<file path="src/sv/rau_pkg.sv">
// ----------------------------------------------------------------------------
// rau_pkg
// shared types and constants for the rational arithmetic unit: operation
// codes, result field widths and the controller/datapath command and status
// ----------------------------------------------------------------------------
package rau_pkg;

   // result field widths
   localparam int RES_NUM_W  = 32;
   localparam int RES_DEN_W  = 31;
   localparam int RSP_DATA_W = 64;

   // operation codes carried in req_tuser
   typedef enum logic [1:0] {
      OP_ADD = 2'd0,
      OP_SUB = 2'd1,
      OP_MUL = 2'd2,
      OP_DIV = 2'd3
   } op_type;

   // controller to datapath
   typedef struct packed {
      logic in_ready;   // idle, input transaction may be taken
      logic load;       // capture operands
      logic mul;        // form the three cross products
      logic sum;        // form signed numerator and denominator
      logic abs;        // split into sign and magnitudes
      logic gcd;        // one binary gcd step
      logic div_init;   // latch odd gcd, start quotient
      logic div_step;   // one quotient bit for both divisions
      logic out_load;   // hand result to output register
   } cmd_type;

   // datapath to controller
   typedef struct packed {
      logic d_zero;     // unreduced denominator is zero
      logic gcd_done;   // one gcd operand has reached zero
      logic div_last;   // final quotient bit in progress
   } status_type;

endpackage

</file>
<file path="src/sv/rational_arith_unit.sv">
// ----------------------------------------------------------------------------
// rational_arith_unit
// exact add, subtract, multiply and divide of two fractions, reduced to
// lowest terms with the sign on the numerator
// ----------------------------------------------------------------------------
// sequence from input transaction to rsp_tvalid: operand load, multiply, sum, magnitude,
//   the binary gcd loop, the division loop, then the output register; a zero denominator
//   skips the gcd and division loops. One transaction in flight; the next is taken the
//   cycle after the result moves to the output register
// the gcd loop and the one-bit-per-cycle division set how long a transaction takes
// reset: synchronous, clears the sequencer and the output valid, no input taken
module rational_arith_unit #(
   parameter int OPERAND_WIDTH = 16
) (
   input  logic                                           clock,
   input  logic                                           reset,
   // input transaction
   input  logic                                           req_tvalid,
   output logic                                           req_tready,
   // a_num, a_den, b_num, b_den from bit 0 up, zero padded
   input  logic [((4*OPERAND_WIDTH-2+7)/8)*8-1:0]         req_tdata,
   // req_type
   input  logic [1:0]                                     req_tuser,
   // result transaction
   output logic                                           rsp_tvalid,
   input  logic                                           rsp_tready,
   // res_num, res_den from bit 0 up, zero padded
   output logic [rau_pkg::RSP_DATA_W-1:0]                 rsp_tdata,
   // div_zero
   output logic                                           rsp_tuser
);

   localparam int W = OPERAND_WIDTH;

   rau_pkg::cmd_type                    cmd;
   rau_pkg::status_type                 st;
   logic signed [W-1:0]                 a_num, b_num;
   logic        [W-2:0]                 a_den, b_den;
   logic        [rau_pkg::RES_NUM_W-1:0] res_num;
   logic        [rau_pkg::RES_DEN_W-1:0] res_den;
   logic                                div_zero;
   logic                                out_free;

   logic                                rsp_valid_ff, rsp_valid_in;
   logic        [rau_pkg::RSP_DATA_W-1:0] rsp_data_ff, rsp_data_in;
   logic                                rsp_user_ff, rsp_user_in;

   // unpack input fields
   assign a_num = $signed(req_tdata[W-1:0]);
   assign a_den = req_tdata[2*W-2:W];
   assign b_num = $signed(req_tdata[3*W-2:2*W-1]);
   assign b_den = req_tdata[4*W-3:3*W-1];

   // no input transaction is taken while in reset
   assign req_tready = cmd.in_ready && !reset;

   rau_ctrl u_ctrl (
      .clock      (clock),
      .reset      (reset),
      .req_tvalid (req_tvalid),
      .out_free   (out_free),
      .st         (st),
      .cmd        (cmd)
   );

   rau_dp #(
      .OPERAND_WIDTH (OPERAND_WIDTH)
   ) u_dp (
      .clock    (clock),
      .cmd      (cmd),
      .req_type (rau_pkg::op_type'(req_tuser)),
      .a_num    (a_num),
      .a_den    (a_den),
      .b_num    (b_num),
      .b_den    (b_den),
      .st       (st),
      .res_num  (res_num),
      .res_den  (res_den),
      .div_zero (div_zero)
   );

   // output register
   assign out_free = !rsp_valid_ff || rsp_tready;

   always_comb begin
      rsp_valid_in = rsp_valid_ff;
      rsp_data_in  = rsp_data_ff;
      rsp_user_in  = rsp_user_ff;
      if (cmd.out_load) begin
         rsp_valid_in = 1'b1;
         rsp_data_in  = {1'b0, res_den, res_num};
         rsp_user_in  = div_zero;
      end else if (rsp_tready) begin
         rsp_valid_in = 1'b0;
      end
   end

   always_ff @(posedge clock) begin
      if (reset) begin
         rsp_valid_ff <= 1'b0;
      end else begin
         rsp_valid_ff <= rsp_valid_in;
      end
      rsp_data_ff <= rsp_data_in;
      rsp_user_ff <= rsp_user_in;
   end

   assign rsp_tvalid = rsp_valid_ff;
   assign rsp_tdata  = rsp_data_ff;
   assign rsp_tuser  = rsp_user_ff;

endmodule

</file>
<file path="src/sv/rau_ctrl.sv">
// ----------------------------------------------------------------------------
// rau_ctrl
// sequencer for one transaction: multiply, sum, magnitude, gcd loop,
// shared-divisor division loop, then hand-off to the output register
// ----------------------------------------------------------------------------
module rau_ctrl (
   input  logic                clock,
   input  logic                reset,
   input  logic                req_tvalid,
   input  logic                out_free,
   input  rau_pkg::status_type st,
   output rau_pkg::cmd_type    cmd
);

   typedef enum logic [2:0] {
      S_IDLE,
      S_MUL,
      S_SUM,
      S_ABS,
      S_GCD,
      S_DIV,
      S_DONE
   } state_type;

   state_type state_ff;
   state_type state_in;

   // next state and commands
   always_comb begin
      state_in = state_ff;
      cmd      = '0;
      case (state_ff)
         S_IDLE: begin
            cmd.in_ready = 1'b1;
            if (req_tvalid) begin
               cmd.load = 1'b1;
               state_in = S_MUL;
            end
         end
         S_MUL: begin
            cmd.mul  = 1'b1;
            state_in = S_SUM;
         end
         S_SUM: begin
            cmd.sum  = 1'b1;
            state_in = S_ABS;
         end
         S_ABS: begin
            cmd.abs  = 1'b1;
            state_in = st.d_zero ? S_DONE : S_GCD;
         end
         S_GCD: begin
            if (st.gcd_done) begin
               cmd.div_init = 1'b1;
               state_in     = S_DIV;
            end else begin
               cmd.gcd = 1'b1;
            end
         end
         S_DIV: begin
            cmd.div_step = 1'b1;
            if (st.div_last) begin
               state_in = S_DONE;
            end
         end
         S_DONE: begin
            if (out_free) begin
               cmd.out_load = 1'b1;
               state_in     = S_IDLE;
            end
         end
         default: begin
            state_in = S_IDLE;
         end
      endcase
   end

   // state register
   always_ff @(posedge clock) begin
      if (reset) begin
         state_ff <= S_IDLE;
      end else begin
         state_ff <= state_in;
      end
   end

   // at most one datapath phase per cycle
   a_one_phase: assert property (@(posedge clock) disable iff (reset)
      $onehot0({cmd.mul, cmd.sum, cmd.abs, cmd.gcd, cmd.div_step, cmd.out_load}))
      else $error("rau_ctrl: more than one datapath phase active");

   // an accepted transaction goes straight into the multiply phase
   a_load_mul: assert property (@(posedge clock) disable iff (reset)
      cmd.load |=> cmd.mul)
      else $error("rau_ctrl: multiply phase did not follow operand load");

   // zero denominator skips gcd and division
   a_dzero_skip: assert property (@(posedge clock) disable iff (reset)
      (cmd.abs && st.d_zero) |=> (state_ff == S_DONE))
      else $error("rau_ctrl: zero denominator did not go to result");

   // division starts right after gcd completes
   a_div_follows: assert property (@(posedge clock) disable iff (reset)
      cmd.div_init |=> cmd.div_step)
      else $error("rau_ctrl: division did not follow gcd");

endmodule

</file>
<file path="src/sv/rau_dp.sv">
// ----------------------------------------------------------------------------
// rau_dp
// datapath: cross products, signed sum, magnitudes, binary gcd and two
// restoring dividers sharing the gcd as divisor
// ----------------------------------------------------------------------------
module rau_dp #(
   parameter int OPERAND_WIDTH = 16
) (
   input  logic                                 clock,
   input  rau_pkg::cmd_type                     cmd,
   input  rau_pkg::op_type                      req_type,
   input  logic signed [OPERAND_WIDTH-1:0]      a_num,
   input  logic        [OPERAND_WIDTH-2:0]      a_den,
   input  logic signed [OPERAND_WIDTH-1:0]      b_num,
   input  logic        [OPERAND_WIDTH-2:0]      b_den,
   output rau_pkg::status_type                  st,
   output logic        [rau_pkg::RES_NUM_W-1:0] res_num,
   output logic        [rau_pkg::RES_DEN_W-1:0] res_den,
   output logic                                 div_zero
);

   localparam int W  = OPERAND_WIDTH;
   localparam int PW = 2 * OPERAND_WIDTH;
   localparam int CW = $clog2(PW);
   localparam int EW = (PW + 1 > rau_pkg::RES_NUM_W) ? PW + 1 : rau_pkg::RES_NUM_W;

   // operand registers
   rau_pkg::op_type         op_ff, op_in;
   logic signed [W-1:0]     an_ff, an_in;
   logic        [W-2:0]     ad_ff, ad_in;
   logic signed [W-1:0]     bn_ff, bn_in;
   logic        [W-2:0]     bd_ff, bd_in;

   // products, sum, magnitudes
   logic signed [PW-1:0]    m0_ff, m0_in;
   logic signed [PW-1:0]    m1_ff, m1_in;
   logic signed [PW-1:0]    m2_ff, m2_in;
   logic signed [PW-1:0]    n_ff, n_in;
   logic signed [PW-1:0]    d_ff, d_in;
   logic        [PW-1:0]    nm_ff, nm_in;
   logic        [PW-1:0]    dm_ff, dm_in;
   logic                    neg_ff, neg_in;
   logic                    dz_ff, dz_in;

   // gcd and division
   logic        [PW-1:0]    x_ff, x_in;
   logic        [PW-1:0]    y_ff, y_in;
   logic        [PW-1:0]    g_ff, g_in;
   logic        [PW-1:0]    qn_ff, qn_in;
   logic        [PW-1:0]    qd_ff, qd_in;
   logic        [PW-1:0]    rn_ff, rn_in;
   logic        [PW-1:0]    rd_ff, rd_in;
   logic        [CW-1:0]    cnt_ff, cnt_in;

   // combinational helpers
   logic signed [W-1:0]     ad_s, bd_s, mb0_s;
   logic        [PW-1:0]    n_u, d_u;
   logic        [PW-1:0]    xy_diff, yx_diff;
   logic        [PW:0]      g_ext, tn, td, tn_sub, td_sub;
   logic signed [PW:0]      num_s;
   logic signed [EW-1:0]    num_ext;
   logic        [EW-1:0]    den_ext;

   // multiplier operand selection
   assign ad_s  = $signed({1'b0, ad_ff});
   assign bd_s  = $signed({1'b0, bd_ff});
   assign mb0_s = (op_ff == rau_pkg::OP_MUL) ? bn_ff : bd_s;

   // unsigned views and gcd differences
   assign n_u     = n_ff;
   assign d_u     = d_ff;
   assign xy_diff = x_ff - y_ff;
   assign yx_diff = y_ff - x_ff;

   // trial subtraction for both quotients
   assign g_ext  = {1'b0, g_ff};
   assign tn     = {rn_ff, qn_ff[PW-1]};
   assign td     = {rd_ff, qd_ff[PW-1]};
   assign tn_sub = tn - g_ext;
   assign td_sub = td - g_ext;

   // status to controller
   assign st.d_zero   = (d_ff == '0);
   assign st.gcd_done = (x_ff == '0) || (y_ff == '0);
   assign st.div_last = (cnt_ff == CW'(PW - 1));

   // next values
   always_comb begin
      op_in  = op_ff;
      an_in  = an_ff;
      ad_in  = ad_ff;
      bn_in  = bn_ff;
      bd_in  = bd_ff;
      m0_in  = m0_ff;
      m1_in  = m1_ff;
      m2_in  = m2_ff;
      n_in   = n_ff;
      d_in   = d_ff;
      nm_in  = nm_ff;
      dm_in  = dm_ff;
      neg_in = neg_ff;
      dz_in  = dz_ff;
      x_in   = x_ff;
      y_in   = y_ff;
      g_in   = g_ff;
      qn_in  = qn_ff;
      qd_in  = qd_ff;
      rn_in  = rn_ff;
      rd_in  = rd_ff;
      cnt_in = cnt_ff;

      // operand capture
      if (cmd.load) begin
         op_in = req_type;
         an_in = a_num;
         ad_in = a_den;
         bn_in = b_num;
         bd_in = b_den;
      end

      // cross products
      if (cmd.mul) begin
         m0_in = PW'(an_ff) * PW'(mb0_s);
         m1_in = PW'(ad_s) * PW'(bn_ff);
         m2_in = PW'(ad_s) * PW'(bd_s);
      end

      // signed numerator and denominator
      if (cmd.sum) begin
         case (op_ff)
            rau_pkg::OP_ADD: n_in = m0_ff + m1_ff;
            rau_pkg::OP_SUB: n_in = m0_ff - m1_ff;
            default:         n_in = m0_ff;
         endcase
         d_in = (op_ff == rau_pkg::OP_DIV) ? m1_ff : m2_ff;
      end

      // sign and magnitudes
      if (cmd.abs) begin
         nm_in  = n_ff[PW-1] ? (~n_u + 1'b1) : n_u;
         dm_in  = d_ff[PW-1] ? (~d_u + 1'b1) : d_u;
         neg_in = n_ff[PW-1] ^ d_ff[PW-1];
         dz_in  = (d_ff == '0);
         x_in   = nm_in;
         y_in   = dm_in;
      end

      // binary gcd step; common factors of two come off the originals too
      if (cmd.gcd) begin
         if (!x_ff[0] && !y_ff[0]) begin
            x_in  = x_ff >> 1;
            y_in  = y_ff >> 1;
            nm_in = nm_ff >> 1;
            dm_in = dm_ff >> 1;
         end else if (!x_ff[0]) begin
            x_in = x_ff >> 1;
         end else if (!y_ff[0]) begin
            y_in = y_ff >> 1;
         end else if (x_ff >= y_ff) begin
            x_in = xy_diff >> 1;
         end else begin
            y_in = yx_diff >> 1;
         end
      end

      // division setup
      if (cmd.div_init) begin
         g_in   = x_ff | y_ff;
         qn_in  = nm_ff;
         qd_in  = dm_ff;
         rn_in  = '0;
         rd_in  = '0;
         cnt_in = '0;
      end

      // one restoring step for both quotients
      if (cmd.div_step) begin
         if (tn >= g_ext) begin
            rn_in = tn_sub[PW-1:0];
            qn_in = {qn_ff[PW-2:0], 1'b1};
         end else begin
            rn_in = tn[PW-1:0];
            qn_in = {qn_ff[PW-2:0], 1'b0};
         end
         if (td >= g_ext) begin
            rd_in = td_sub[PW-1:0];
            qd_in = {qd_ff[PW-2:0], 1'b1};
         end else begin
            rd_in = td[PW-1:0];
            qd_in = {qd_ff[PW-2:0], 1'b0};
         end
         cnt_in = cnt_ff + 1'b1;
      end
   end

   // datapath registers
   always_ff @(posedge clock) begin
      op_ff  <= op_in;
      an_ff  <= an_in;
      ad_ff  <= ad_in;
      bn_ff  <= bn_in;
      bd_ff  <= bd_in;
      m0_ff  <= m0_in;
      m1_ff  <= m1_in;
      m2_ff  <= m2_in;
      n_ff   <= n_in;
      d_ff   <= d_in;
      nm_ff  <= nm_in;
      dm_ff  <= dm_in;
      neg_ff <= neg_in;
      dz_ff  <= dz_in;
      x_ff   <= x_in;
      y_ff   <= y_in;
      g_ff   <= g_in;
      qn_ff  <= qn_in;
      qd_ff  <= qd_in;
      rn_ff  <= rn_in;
      rd_ff  <= rd_in;
      cnt_ff <= cnt_in;
   end

   // signed result, wrapped to the output widths
   assign num_s   = neg_ff ? -$signed({1'b0, qn_ff}) : $signed({1'b0, qn_ff});
   assign num_ext = EW'(num_s);
   assign den_ext = EW'(qd_ff);

   assign res_num  = dz_ff ? '0 : num_ext[rau_pkg::RES_NUM_W-1:0];
   assign res_den  = dz_ff ? rau_pkg::RES_DEN_W'(1) : den_ext[rau_pkg::RES_DEN_W-1:0];
   assign div_zero = dz_ff;

   // after the first non-common step one gcd operand always stays odd
   a_gcd_odd: assert property (@(posedge clock)
      cmd.gcd |-> (x_ff[0] || y_ff[0] || (x_ff == nm_ff && y_ff == dm_ff)))
      else $error("rau_dp: both gcd operands even after reduction started");

   // divisor is never zero during division
   a_div_nonzero: assert property (@(posedge clock)
      cmd.div_step |-> (g_ff != '0))
      else $error("rau_dp: division by zero gcd");

endmodule

</file>
<file path="config.mk">
export PLATFORM = sky130hd
export DESIGN_NAME = rational_arith_unit
export DESIGN_NICKNAME = d
export VERILOG_FILES = /design/src/sv/rau_pkg.sv /design/src/sv/rational_arith_unit.sv /design/src/sv/rau_ctrl.sv /design/src/sv/rau_dp.sv
export SDC_FILE = /design/constraint.sdc
export NUM_CORES = 2
export LEC_CHECK = 0
export BUFFER_PORTS_ARGS = -buffer_cell sky130_fd_sc_hd__buf_2
export CAP_MARGIN = 15
export CELL_PAD_IN_SITES_DETAIL_PLACEMENT = 1
export CELL_PAD_IN_SITES_GLOBAL_PLACEMENT = 1
export CORE_MARGIN = 2
export CORE_UTILIZATION = 46
export DETAILED_ROUTE_END_ITERATION = 7
export PLACE_DENSITY_LB_ADDON = 0.1
export SLEW_MARGIN = 0
export SYNTH_ARGS = -nofsm -noshare
export SYNTH_HDL_FRONTEND = slang
export SYNTH_SLANG_ARGS = --single-unit
</file>
<file path="constraint.sdc">
create_clock -name clock -period 24.1 [get_ports clock]
set_clock_uncertainty 0.1 [all_clocks]
set_input_delay 1.205 -clock clock [delete_from_list [all_inputs] [get_ports clock]]
set_output_delay 1.205 -clock clock [all_outputs]
set_load 0.03 [all_outputs]
</file>
==> results.txt <==
area delta synth->final - 8.51%
WL/cell - 22.3 um
# hold bufs at CTS - 0
Clock Latency Late Sink - 0.70 ns
Slew Viols, Final - 0
outcome - finished clean
post-cts resize count - 0
gate count after technology mapping - 6257
io pins - 137
most common cell after layout, fill and taps aside - inv_1
die width - 361 um
number of global-route vias before repair - 47.7k
warning count from the yosys run - 0
CTS tree - built
ys async rst share - 0
highest-count cells in the layout ignoring fill and taps - inv_1 (901), nand2_1 (864), fa_1 (614)
Worst EP arrival - 8.99 ns
layout cells sized above 1 - 0.0665
WP buf/inv - 6
WP data required - 24.46 ns
syn avg cell area - 9.38 um^2
die area - 130000 um^2
Starting Density - 0.462
setup ws final - 15.46 ns
max-cap violations - 0
endpoints failing hold - 0
Root Buffer - clkbuf_16
largest net degree at the start of global routing - 127
Vias/cell - 5.57
FILL cells - 14.5k
Max H-tree Level - 3
Nets - 7462
drt initial violations - 2650
register area share after synthesis - 0.277
net count after synthesis - 7434
CP most frequent cell - fa_1
CP max-delay cell - fa_1
Clock Path Buffers - 3
Hold Path Class - reg2reg
gp weighted congestion - 0.948
Post-DP HPWL - 138000 um
Num CTS Buffers - 75
initial antenna violation count - 2
Clock Sinks - 585
core area - 127000 um^2
maximum fanout count along the critical path - 65
CP top delay family - adder cells
first-pass GRT wire length - 280000 um
Synth Cell Area - 58700 um^2
Port Buffers - 133
Worst-path clk slew - 0.07 ns
Max stage delay on crit path - 0.83 ns
Tightest Pin Transition - 1.20 ns
Post-CTS Setup Repair Bufs - 0
vias after detailed routing - 44.6k
Final ANT Viol Nets - 0
final wirelength - 179000 um
Final Cycle Share - 0.358
Post-synth EDFFs - 453
ys flop type - edfxtp_1
total global routing track utilization - 0.276
DP Worst Slack - 15.31 ns
synth unique cells - 88
DRC - 0
Hold WS - 0.368 ns
Rel. slew slack - 0.202
startpoint types - register
RSZ-0062 raised after global routing - false
clock period minus worst slack - 8.64 ns
Seq cells post-synth - 585
Fmax - 116 MHz
crit end category - register
critical path class - reg2reg
detailed-router iteration count before antenna repair - 7
max reg flops - 63
# rows - 131
Fin Setup TNS - 0 ns
gr ovfl total - 0
Die Y - 361 um
final setup fails - 0
## Yosys cell counts, types with 85 or more instances
cell / instances / area [um^2]
nor2_1: 285 / 1070
nand2_1: 865 / 3250
clkbuf_1: 241 / 905
and2_1: 246 / 1540
xnor2_1: 201 / 1760
ha_1: 493 / 6170
nor2b_1: 131 / 820
o21ai_0: 324 / 1620
dfxtp_1: 132 / 2640
fa_1: 614 / 12300
edfxtp_1: 453 / 13600
xor2_1: 136 / 1190
inv_1: 902 / 3390
a21oi_1: 284 / 1420
a21o_1: 85 / 638
## path summary, 6_finish.rpt
path                  startpoint  slack, ns              to  cells after the start
setup / recovery   u_dp.op_ff[1]      15.46  u_dp.m0_ff[30]                     25
hold reg to reg   u_dp.nm_ff[31]       0.37  u_dp.nm_ff[30]                      2
hold / removal    u_dp.nm_ff[31]       0.37  u_dp.nm_ff[30]                      2
setup reg to reg   u_dp.op_ff[1]      15.46  u_dp.m0_ff[30]                     25
## cells by family after synthesis
kind of cell             count (synthesis)  share of synthesized area
AND/OR/NAND/NOR                       1869                      0.150
buffers and inverters                 1168                     0.0751
adder cells (fa/ha/maj)               1107                      0.315
AO/OA/AOI/OAI                         1105                      0.118
flip-flops                             585                      0.277
XOR/XNOR                               337                     0.0503
multiplexers                            85                     0.0154
other                                    1                  0.0000639
## worst reg2reg max path: stages (launching register included)
cell	delay, ns
edfxtp_1	0.33
buf_4	0.51
nand2b_1	0.66
mux2_2	0.62
nand2_1	0.18
inv_1	0.11
fa_1	0.64
fa_1	0.83
inv_1	0.16
fa_1	0.52
inv_1	0.06
fa_1	0.50
fa_1	0.49
inv_1	0.05
fa_1	0.47
inv_1	0.04
ha_1	0.34
and3_1	0.25
and2_1	0.19
nand2_1	0.08
nor3_1	0.08
o41ai_1	0.58
o21ai_0	0.24
o21ai_0	0.19
nand2b_1	0.08
xor2_1	0.14
## per-layer routing
| metal | share of wire | up-vias | wire length, um | GRT usage |
|---|---|---|---|---|
| li1 | - | 20700 | - | - |
| met1 | 0.45 | 22700 | 79700 | 0.362 |
| met2 | 0.48 | 868 | 85600 | 0.470 |
| met3 | 0.036 | 258 | 6520 | 0.0319 |
| met4 | 0.039 | 0 | 7060 | 0.102 |
| met5 | 0 | - | 0 | 0 |
## area by class of cell
cell class                 count  area [um^2]  area share
antenna                        2         5.00   0.0000786
multi-input combinational   4504        38100       0.599
sequential                   585        16200       0.255
clock inverter                46          488     0.00766
tap                         1662         2080      0.0327
inverter                     908         3410      0.0536
clock buffer                  93         2060      0.0323
timing repair buffer         211         1250      0.0196
## through the flow
stage | utilization | std cells | instance area, um^2
final | 0.501 | 8011 | 63700
after global routing | 0.501 | 8009 | 63700
after CTS | 0.501 | 8009 | 63700
after detailed placement | 0.481 | 7870 | 61100
after global placement | 0.481 | 7870 | 61100
after floorplan | - | 6257 | 58700
Power is not shown: default switching activity piles up to over one toggle a cycle in this logic, so the estimate is an artifact.
